File: src/hdl/cls_pkg.sv
package cls_pkg;

   localparam int DET_BITS = 64;
   localparam int SOL_BITS = 48;
   localparam int IDX_BITS = 2;
   localparam int CSR_DATA_BITS = 32;
   localparam int CSR_ADDR_BITS = 3;
   localparam int ORDER_BITS = 3;
   localparam logic [ORDER_BITS-1:0] ORDER_RESET = 3'd4;

   typedef enum logic [3:0] {
      ST_IDLE,
      ST_INIT,
      ST_SCAN,
      ST_READ,
      ST_MUL,
      ST_ACC,
      ST_STORE,
      ST_DET,
      ST_DIV,
      ST_EMIT
   } cls_state_type;

endpackage

File: src/hdl/cramer_linear_system_solver.sv
// Cramer's-rule solver for an n by n system (n = order, 1..MAX_ORDER; 0 acts as 1, larger
// values as MAX_ORDER). Coefficients arrive one word per cycle, row by row, right-hand side
// last in each row; writing order restarts the load. After the last word req_stall stays
// high while the block solves: every determinant is built by cofactor expansion over column
// subsets, one 64-bit multiply-accumulate term at a time via the scan, read, multiply and
// accumulate states, skipped subsets and columns passing through scan and each minor stored
// by the store state, on a single shared multiplier and minor store. The main determinant is
// done first; if zero, one word flagged no_solution and last comes out. Otherwise each unknown
// takes its determinant and 64+FRAC_BITS quotient bits from the shared one-bit-per-cycle divider,
// then one result word (Q.FRAC_BITS, truncated toward zero, clamped to 48 bits with saturated set).
module cramer_linear_system_solver #(
   parameter int MAX_ORDER = 4,
   parameter int COEF_BITS = 12,
   parameter int FRAC_BITS = 16
) (
   input  logic clock,
   input  logic reset,
   input  logic req_valid,
   output logic req_stall,
   input  logic signed [COEF_BITS-1:0] req_coefficient,
   output logic rsp_valid,
   input  logic rsp_stall,
   output logic [cls_pkg::IDX_BITS-1:0] rsp_unknown_index,
   output logic signed [cls_pkg::SOL_BITS-1:0] rsp_solution,
   output logic rsp_no_solution,
   output logic rsp_saturated,
   output logic rsp_last,
   input  logic psel,
   input  logic penable,
   input  logic pwrite,
   input  logic [cls_pkg::CSR_ADDR_BITS-1:0] paddr,
   input  logic [cls_pkg::CSR_DATA_BITS-1:0] pwdata,
   output logic [cls_pkg::CSR_DATA_BITS-1:0] prdata,
   output logic pready
);
   import cls_pkg::*;

   localparam int DEPTH = MAX_ORDER * (MAX_ORDER + 1);
   localparam int SW = (DEPTH > 1) ? $clog2(DEPTH) : 1;
   localparam int LW = $clog2(DEPTH + 1);
   localparam int NW = $clog2(MAX_ORDER + 1);
   localparam int CW = (MAX_ORDER > 1) ? $clog2(MAX_ORDER) : 1;
   localparam int MW = MAX_ORDER;
   localparam int QW = DET_BITS + FRAC_BITS;
   localparam int KW = $clog2(QW + 1);
   localparam int PW = DET_BITS + COEF_BITS;

   cls_state_type state_ff, state_in;
   logic [ORDER_BITS-1:0] order_ff, order_in;
   logic [LW-1:0] load_ff, load_in;
   logic [NW-1:0] sel_ff, sel_in, row_ff, row_in;
   logic [MW-1:0] mask_ff, mask_in;
   logic [CW-1:0] col_ff, col_in;
   logic [DET_BITS-1:0] acc_ff, acc_in, prod_ff, den_ff, den_in, rem_ff, rem_in;
   logic [DET_BITS-1:0] dp_rd_ff;
   logic signed [COEF_BITS-1:0] coef_rd_ff;
   logic d0_neg_ff, d0_neg_in, neg_ff, neg_in, nosol_ff, nosol_in;
   logic [QW-1:0] dvd_ff, dvd_in;
   logic [KW-1:0] cnt_ff, cnt_in;

   logic rsp_valid_ff, rsp_valid_in;
   logic [IDX_BITS-1:0] rsp_idx_ff, rsp_idx_in;
   logic [SOL_BITS-1:0] rsp_sol_ff, rsp_sol_in;
   logic rsp_nosol_ff, rsp_nosol_in, rsp_sat_ff, rsp_sat_in, rsp_last_ff, rsp_last_in;

   logic [COEF_BITS-1:0] store [DEPTH];
   logic [DET_BITS-1:0] dp_mem [2**MW];

   logic [NW-1:0] n_eff;
   logic [LW-1:0] total, load_idx, rd_addr;
   logic [MW-1:0] full, dp_rd_addr, dp_wr_addr;
   logic [DET_BITS-1:0] dp_wr_data;
   logic dp_we, st_we, rd_en, csr_we, qual, sign_odd, col_last, out_free, ge;
   logic signed [PW-1:0] prod_full;
   logic [DET_BITS-1:0] rem_sh;
   logic [SOL_BITS-1:0] lim, mval;
   logic sat;

   // effective order
   always_comb begin
      if (order_ff == '0) begin
         n_eff = NW'(1);
      end else if (order_ff > ORDER_BITS'(MAX_ORDER)) begin
         n_eff = NW'(MAX_ORDER);
      end else begin
         n_eff = NW'(order_ff);
      end
   end

   assign total = LW'(n_eff) * (LW'(n_eff) + LW'(1));
   assign load_idx = (load_ff >= total) ? '0 : load_ff;
   assign full = (MW'(1) << n_eff) - MW'(1);
   assign qual = ($countones(mask_ff) == int'(n_eff - row_ff));
   assign col_last = (int'(col_ff) == int'(n_eff) - 1);
   assign dp_rd_addr = mask_ff & ~(MW'(1) << col_ff);
   assign out_free = !rsp_valid_ff || !rsp_stall;
   assign csr_we = psel && penable && pwrite && (paddr[2] == 1'b0);

   // store address: replaced column reads the right-hand side
   always_comb begin
      logic [LW-1:0] colm;
      if ((sel_ff != '0) && (NW'(col_ff) == sel_ff - NW'(1))) begin
         colm = LW'(n_eff);
      end else begin
         colm = LW'(col_ff);
      end
      rd_addr = LW'(row_ff) * (LW'(n_eff) + LW'(1)) + colm;
   end

   // cofactor sign: parity of chosen columns left of col
   always_comb begin
      sign_odd = 1'b0;
      for (int i = 0; i < MW; i++) begin
         if ((i < int'(col_ff)) && mask_ff[i]) begin
            sign_odd = ~sign_odd;
         end
      end
   end

   assign prod_full = $signed(dp_rd_ff) * $signed(coef_rd_ff);
   assign rem_sh = {rem_ff[DET_BITS-2:0], dvd_ff[QW-1]};
   assign ge = (rem_sh >= den_ff);

   assign lim = neg_ff ? {1'b1, {(SOL_BITS-1){1'b0}}} : {1'b0, {(SOL_BITS-1){1'b1}}};
   assign sat = (dvd_ff > QW'(lim));
   assign mval = sat ? lim : dvd_ff[SOL_BITS-1:0];

   always_comb begin
      state_in = state_ff;
      order_in = order_ff;
      load_in = load_ff;
      sel_in = sel_ff;
      row_in = row_ff;
      mask_in = mask_ff;
      col_in = col_ff;
      acc_in = acc_ff;
      den_in = den_ff;
      rem_in = rem_ff;
      d0_neg_in = d0_neg_ff;
      neg_in = neg_ff;
      nosol_in = nosol_ff;
      dvd_in = dvd_ff;
      cnt_in = cnt_ff;
      rsp_valid_in = rsp_valid_ff && rsp_stall;
      rsp_idx_in = rsp_idx_ff;
      rsp_sol_in = rsp_sol_ff;
      rsp_nosol_in = rsp_nosol_ff;
      rsp_sat_in = rsp_sat_ff;
      rsp_last_in = rsp_last_ff;
      dp_we = 1'b0;
      dp_wr_addr = mask_ff;
      dp_wr_data = acc_ff;
      st_we = 1'b0;
      rd_en = 1'b0;

      unique case (state_ff)
         ST_IDLE: begin
            if (req_valid) begin
               st_we = 1'b1;
               if (load_idx + LW'(1) == total) begin
                  load_in = '0;
                  sel_in = '0;
                  state_in = ST_INIT;
               end else begin
                  load_in = load_idx + LW'(1);
               end
            end
         end
         ST_INIT: begin
            dp_we = 1'b1;
            dp_wr_addr = '0;
            dp_wr_data = DET_BITS'(1);
            row_in = n_eff - NW'(1);
            mask_in = MW'(1);
            col_in = '0;
            acc_in = '0;
            state_in = ST_SCAN;
         end
         ST_SCAN: begin
            if (!qual) begin
               col_in = '0;
               if (mask_ff == full) begin
                  row_in = row_ff - NW'(1);
                  mask_in = MW'(1);
               end else begin
                  mask_in = mask_ff + MW'(1);
               end
            end else if (mask_ff[col_ff]) begin
               state_in = ST_READ;
            end else if (col_last) begin
               state_in = ST_STORE;
            end else begin
               col_in = col_ff + CW'(1);
            end
         end
         ST_READ: begin
            rd_en = 1'b1;
            state_in = ST_MUL;
         end
         ST_MUL: begin
            state_in = ST_ACC;
         end
         ST_ACC: begin
            acc_in = sign_odd ? acc_ff - prod_ff : acc_ff + prod_ff;
            if (col_last) begin
               state_in = ST_STORE;
            end else begin
               col_in = col_ff + CW'(1);
               state_in = ST_SCAN;
            end
         end
         ST_STORE: begin
            dp_we = 1'b1;
            col_in = '0;
            state_in = ST_SCAN;
            if (mask_ff == full) begin
               if (row_ff == '0) begin
                  state_in = ST_DET;
               end else begin
                  row_in = row_ff - NW'(1);
                  mask_in = MW'(1);
                  acc_in = '0;
               end
            end else begin
               mask_in = mask_ff + MW'(1);
               acc_in = '0;
            end
         end
         ST_DET: begin
            if (sel_ff == '0) begin
               if (acc_ff == '0) begin
                  nosol_in = 1'b1;
                  state_in = ST_EMIT;
               end else begin
                  den_in = acc_ff[DET_BITS-1] ? '0 - acc_ff : acc_ff;
                  d0_neg_in = acc_ff[DET_BITS-1];
                  sel_in = NW'(1);
                  state_in = ST_INIT;
               end
            end else begin
               neg_in = acc_ff[DET_BITS-1] ^ d0_neg_ff;
               dvd_in = QW'(acc_ff[DET_BITS-1] ? '0 - acc_ff : acc_ff) << FRAC_BITS;
               rem_in = '0;
               cnt_in = KW'(QW);
               state_in = ST_DIV;
            end
         end
         ST_DIV: begin
            dvd_in = {dvd_ff[QW-2:0], ge};
            rem_in = ge ? rem_sh - den_ff : rem_sh;
            cnt_in = cnt_ff - KW'(1);
            if (cnt_ff == KW'(1)) begin
               state_in = ST_EMIT;
            end
         end
         ST_EMIT: begin
            if (out_free) begin
               rsp_valid_in = 1'b1;
               if (nosol_ff) begin
                  rsp_idx_in = '0;
                  rsp_sol_in = '0;
                  rsp_nosol_in = 1'b1;
                  rsp_sat_in = 1'b0;
                  rsp_last_in = 1'b1;
                  nosol_in = 1'b0;
                  state_in = ST_IDLE;
               end else begin
                  rsp_idx_in = IDX_BITS'(sel_ff - NW'(1));
                  rsp_sol_in = neg_ff ? SOL_BITS'(0) - mval : mval;
                  rsp_nosol_in = 1'b0;
                  rsp_sat_in = sat;
                  rsp_last_in = (sel_ff == n_eff);
                  if (sel_ff == n_eff) begin
                     state_in = ST_IDLE;
                  end else begin
                     sel_in = sel_ff + NW'(1);
                     state_in = ST_INIT;
                  end
               end
            end
         end
         default: begin
            state_in = ST_IDLE;
         end
      endcase

      if (csr_we) begin
         order_in = pwdata[ORDER_BITS-1:0];
         load_in = '0;
      end
   end

   always_ff @(posedge clock) begin
      if (reset) begin
         state_ff <= ST_IDLE;
         order_ff <= ORDER_RESET;
         load_ff <= '0;
         nosol_ff <= 1'b0;
         rsp_valid_ff <= 1'b0;
      end else begin
         state_ff <= state_in;
         order_ff <= order_in;
         load_ff <= load_in;
         nosol_ff <= nosol_in;
         rsp_valid_ff <= rsp_valid_in;
      end
   end

   always_ff @(posedge clock) begin
      sel_ff <= sel_in;
      row_ff <= row_in;
      mask_ff <= mask_in;
      col_ff <= col_in;
      acc_ff <= acc_in;
      prod_ff <= prod_full[DET_BITS-1:0];
      den_ff <= den_in;
      rem_ff <= rem_in;
      d0_neg_ff <= d0_neg_in;
      neg_ff <= neg_in;
      dvd_ff <= dvd_in;
      cnt_ff <= cnt_in;
      rsp_idx_ff <= rsp_idx_in;
      rsp_sol_ff <= rsp_sol_in;
      rsp_nosol_ff <= rsp_nosol_in;
      rsp_sat_ff <= rsp_sat_in;
      rsp_last_ff <= rsp_last_in;
   end

   // coefficient store and minor store, registered reads
   always_ff @(posedge clock) begin
      if (st_we) begin
         store[load_idx[SW-1:0]] <= req_coefficient;
      end
      if (rd_en) begin
         coef_rd_ff <= store[rd_addr[SW-1:0]];
      end
   end

   always_ff @(posedge clock) begin
      if (dp_we) begin
         dp_mem[dp_wr_addr] <= dp_wr_data;
      end
      if (rd_en) begin
         dp_rd_ff <= dp_mem[dp_rd_addr];
      end
   end

   assign req_stall = (state_ff != ST_IDLE);
   assign rsp_valid = rsp_valid_ff;
   assign rsp_unknown_index = rsp_idx_ff;
   assign rsp_solution = rsp_sol_ff;
   assign rsp_no_solution = rsp_nosol_ff;
   assign rsp_saturated = rsp_sat_ff;
   assign rsp_last = rsp_last_ff;
   assign prdata = CSR_DATA_BITS'(order_ff);
   assign pready = 1'b1;

`ifndef SYNTHESIS
   a_nosol_word: assert property (@(posedge clock) disable iff (reset)
      rsp_valid && rsp_no_solution |-> rsp_last && (rsp_solution == '0) && !rsp_saturated)
      else $error("no_solution word malformed");

   a_div_den: assert property (@(posedge clock) disable iff (reset)
      state_ff == ST_DIV |-> den_ff != '0)
      else $error("divide by zero determinant");

   a_emit_hold: assert property (@(posedge clock) disable iff (reset)
      rsp_valid && rsp_stall |=> state_ff == $past(state_ff) || $past(state_ff) != ST_EMIT)
      else $error("emit left while output blocked");
`endif

endmodule
File: config.mk
export PLATFORM = sky130hd
export DESIGN_NAME = cramer_linear_system_solver
export DESIGN_NICKNAME = d
export VERILOG_FILES = /design/src/hdl/cls_pkg.sv /design/src/hdl/cramer_linear_system_solver.sv
export SDC_FILE = /design/constraint.sdc
export NUM_CORES = 2
export LEC_CHECK = 0
export BUFFER_PORTS_ARGS = -buffer_cell sky130_fd_sc_hd__buf_4
export CORE_AREA = 10 10 334 659
export DETAILED_ROUTE_END_ITERATION = 6
export DIE_AREA = 0 0 344 669
export GPL_TIMING_DRIVEN = 1
export PLACE_DENSITY = 0.69
export SLEW_MARGIN = 10
export SYNTH_ARGS = -nofsm -noshare
export SYNTH_HDL_FRONTEND = slang
export SYNTH_SLANG_ARGS = --single-unit
File: constraint.sdc
create_clock -name clock -period 16.65 [get_ports clock]
set_input_delay 0 -clock clock [delete_from_list [all_inputs] [get_ports clock]]
set_output_delay 0 -clock clock [all_outputs]
set_load 0.01 [all_outputs]
======== Word-level counts from Yosys, hierarchy flattened ========
Memory sizes are Yosys's and may differ from the RTL's. A register that Yosys moved wholly into a read port is not among the register bits.
Cells that the tools add are included.
word-level totals
  bits in registers ....................... 423
  memory bits (writable) .................. 1,264
  output and inout port bits .............. 88
  memories ................................ 2
memories
  memory  depth  width  rd ports  clocked after memory_dff  write ports  RTL line                           RTL
  dp_mem  16     64     1         1                         1            cramer_linear_system_solver.sv:67  logic [DET_BITS-1:0] dp_mem [2**MW];
  store   20     12     1         1                         1            cramer_linear_system_solver.sv:66  logic [COEF_BITS-1:0] store [DEPTH];
operators by class
  $add $sub $neg .......................... 22
  $mul .................................... 3
  order comparisons ....................... 8
  equal/unequal tests ..................... 34
  shifts and indexed selects .............. 2
  muxes and demuxes ....................... 80
  bitwise operators ....................... 8
  reductions and logical operators ........ 38
operators by type and width
  kind                   count
  $mux 64                5
  $pmux 64 s3            1
  $mux 63                3
  $pmux 80 s2            1
  $mux 48                3
  $sub 1x64->64 const A  2
  $pmux 63 s2            1
  $gt 80x48->1           1
  $mux 80                1
  $add 64x64->64         1
  $ge 64x64->1           1
  $logic_not 64->1       1
  $mul 64x12->64         1
  $sub 64x64->64         1
  $sub 63x63->63         1
  $mux 4                 14
  $mux 3                 17
  $sub 1x48->48 const A  1
  $pmux 4 s10            1
  $ne 2x2->1 const B     15
  $mux 1                 20
  $pmux 3 s3             2
  $eq 4x3->1 const B     4
  $reduce_bool 3->1      5
  other kinds (58)       92

======== Depth between registers and ports, before layout ========
  depth in word-level cells ............... 12
  mapped depth ............................ 26

======== Least setup slack after synthesis ========
No wires, ideal clock.
  kind .................................... register to register
  from .................................... reg state_ff[0]
  to ...................................... reg state_ff[3]
  setup time .............................. 0.078 ns
  arrival ................................. 12.374 ns
  required time ........................... 16.572 ns
  path slack .............................. 4.198 ns
  stages on the path, launching flop included .. 8
  cell sequence ........................... dfxtp_1 > clkbuf_1 > inv_1 > nor2_1 > nand3_1 > o21ai_0 > and3b_1 > nor3_1
between the ends
  cells in the longest elaborated chain, start to end .. 3
ends and longest elaborated chain
  item                                                RTL line                            RTL
  start: declaration                                  cramer_linear_system_solver.sv:48   cls_state_type state_ff, state_in;
  start signal: assignment                            cramer_linear_system_solver.sv:301  state_ff <= state_in;
  $eq 4x2->1, or another cell as far along            cramer_linear_system_solver.sv:156  unique case (state_ff)
  $ne 3x3->1 (no line) or $ne 2x2->1 (tied branches)  n/a
  $reduce_and 6->1 (no line)                          n/a
Several ways; a longest one is shown, not always the timed one.
A chain may end at the register's enable or synchronous reset.

======== Final worst setup path ========
  from .................................... reg coef_rd_ff[11], read port of store
  to ...................................... reg prod_ff[62]
between the ends
  cells in the longest elaborated chain, start to end .. 1
ends and longest elaborated chain
  item                     RTL line                            RTL
  start: declaration       cramer_linear_system_solver.sv:56   logic signed [COEF_BITS-1:0] coef_rd_ff;
  $mul 64x12->64           cramer_linear_system_solver.sv:120  assign prod_full = $signed(dp_rd_ff) * $signed(coef_rd_ff);
  named net prod_full[62]  cramer_linear_system_solver.sv:74   logic signed [PW-1:0] prod_full;
  end signal: assignment   cramer_linear_system_solver.sv:315  prod_ff <= prod_full[DET_BITS-1:0];
  end: declaration         cramer_linear_system_solver.sv:54   logic [DET_BITS-1:0] acc_ff, acc_in, prod_ff, den_ff, den_in, rem_ff, rem_in;
The timed path passes the listed nets, and every way through them passes these cells.

==> out/metrics.cfg <==
[power_and_ir_drop]
leakage_uw=0.0410
ir_worst_vdd_mv=0.157
power.density_nw_per_um2=138

[sta]
fin_crit_ns=8.79
fin_skew_ns=0.0714
final-hold-violation-count=0
whs_ns=0.0393
fmax_mhz=114
timing.final.crit_share_pct=52.8
rsz0062_at_grt=no
timing.setup.tns_ns=0
drv_slew=0
max_slew.worst_pin.slew_ns=1.28
relSlewSlack_pct=13.6
setup_viol=0

[logic_synthesis]
ys_ff_latch=1763
synth-async-reset-ratio_pct=0
mappedNetlistArea_sq_um=102000
synth_ff_type=edfxtp_1
synth_edf_count=1685
syn_inst=8133
synth_area_per_cell_sq_um=12.6
synth-seq-area-share_pct=51.1
synth_top_area_share_pct=49.6
yosysMostFrequentCell=edfxtp_1
synth.distinct_cells=90
yosys-top-cells-area=edfxtp_1, fa_1, mux4_2
synth_top_area_cell=edfxtp_1
ys_warn_count=0
synth_top_cells_by_count=edfxtp_1, nand2_1, inv_1

[place]
io_buffer_count=80
place_inst=10682
dp_hpwl_microns=191000
place_area_sq_um=106000
gp_congestion=0.948

[critical_path]
critical_path_required_ns=17.32
critPathMaxFanout=43
critical_path_class=flop to flop
end_kind=flop
critPathArrivalTime_ns=9.45
r2r_slack_ns=7.86
critPathLaunchType=flop

[route]
detail-route-antenna-nets=0
wl_per_cell_microns=24.8
firstDrtPassIters=6
drc=0
wl_microns=272000
routed-via-count=65765
drtIter0Drc=4778
via_per_inst=5.98

[global_routing]
track_usage_pct=23.6
grt_pass1_vias=70092
grt_max_degree=76
grt_pass1_wl_microns=415000
overflow=0
antenna_found_initial=22

[clock_network]
htree_levels=4
clkTransAtPathRegs_ns=0.07
clockBufferDepth=4
cts_num_sinks=1763
cts_hold_buffers=34
clkLatencyLatePin_ns=0.86
cts.repair.resized=0
cts_root_buffer=clkbuf_16
post_cts_buffers=0
cts_tree=built
cts_buffers=161

[floorplan]
die_h_microns=669
rows=238
io_pins=142
coreArea_sq_um=210000
die_area_sq_um=230000
initial_core_util_pct=48.7
die_w_microns=344

[final_layout]
drive_gt1_share_pct=10.9
fillers=17330
area_delta_synth_final_pct=8.87
stdcell_area_sq_um=111000
final_nets=9096
final-instance-count-excl-fill=11001

[outcome]
outcome=completed

[flow_run]
maxCapViolCount=0

[hold_path]
hold_path.class=input port to flop

[per-stage QoR]
step / utilization [%] / setup WS (ns) / power [uW]
global route: 53.0 / 7.70 / 16100
floorplan: - / 4.20 / 10100
finish: 53.0 / 7.86 / 15300
detailed placement: 50.4 / 8.32 / 11700
global placement: 50.4 / 8.38 / 11600
CTS: 53.0 / 8.26 / 15400
[path summary, 6_finish.rpt]
check | startpoint | endpoint | cells after the start
setup reg to reg | coef_rd_ff[11] | prod_ff[62] | 20
hold / removal | req_coefficient[3] | store[14][3] | 2
setup / recovery | coef_rd_ff[11] | prod_ff[62] | 20
hold reg to reg | acc_ff[0] | den_ff[0] | 0
[kinds of logic (layout without fill, tap and decap cells)]
group,count (synthesis),count (layout),share of synthesized area (%)
mux,390,390,7.92
flops,1763,1763,51.1
xor+xnor,328,328,2.82
simple gates,2299,2299,10.5
other cells,2,37,0.00736
buf+inv,1261,1334,4.75
compound gates,1167,1167,7.38
fa+ha+maj,923,923,15.5
[critical path: stages (launching register included)]
cell,delay [ns]
edfxtp_1,0.38
buf_4,0.24
clkinv_1,0.07
buf_4,0.55
nor2_1,0.18
fa_1,0.56
fa_1,0.53
fa_1,0.53
fa_1,0.56
inv_1,0.06
fa_1,0.52
inv_1,0.04
ha_1,0.40
and2_1,0.25
nand4_1,0.49
or3b_2,0.63
o21ai_0,0.99
a31oi_1,0.45
o41a_1,0.57
o311ai_0,0.36
o211ai_1,0.14
[final cells by class]
| class | count | area (sq um) | share of cell area (%) |
|---|---|---|---|
| tap | 2760 | 3450 | 3.11 |
| sequential | 1763 | 52200 | 46.9 |
| antenna | 4 | 10.0 | 0.00901 |
| multi-input combinational | 5140 | 45500 | 41.0 |
| timing repair buffer | 240 | 1890 | 1.70 |
| inverter | 813 | 3050 | 2.75 |
| clock inverter | 86 | 786 | 0.707 |
| clock buffer | 195 | 4260 | 3.84 |
[cells in the final DEF, fill, tap and decap left out, drive strengths merged, types with 206 or more instances in the layout]
cell type  synthesis  final
ha               353    353
and2             340    340
edfxtp          1685   1685
a21oi            332    332
nand2            932    932
inv              811    821
nor2             494    494
xnor2            216    216
mux4             329    329
fa               570    570
o21ai            217    217
buf               87    206
[routing by layer]
metal  up-vias  GRT usage [%]  wire length, microns
met5         -              0                    22
met4         4           17.3                 23200
li1      28749              -                     -
met2      2726           44.0                147000
met1     33266           24.0                 87300
met3      1020           2.87                 15100
[flip-flops by register name, indices dropped and copies added (netlist names), 12 cells and up]
name / cells
dvd_ff: 80
prod_ff: 64
dp_rd_ff: 64
coef_rd_ff: 12
acc_ff: 64
store: 240
dp_mem: 1024
rem_ff: 63
rsp_solution: 48
den_ff: 64
[where the power goes]
group / total, uW / switching (uW) / internal [uW]
logic: 5850 / 3530 / 2320
registers: 5800 / 293 / 5500
clock network: 3670 / 1660 / 2020
(Power assumes the default switching activity.)
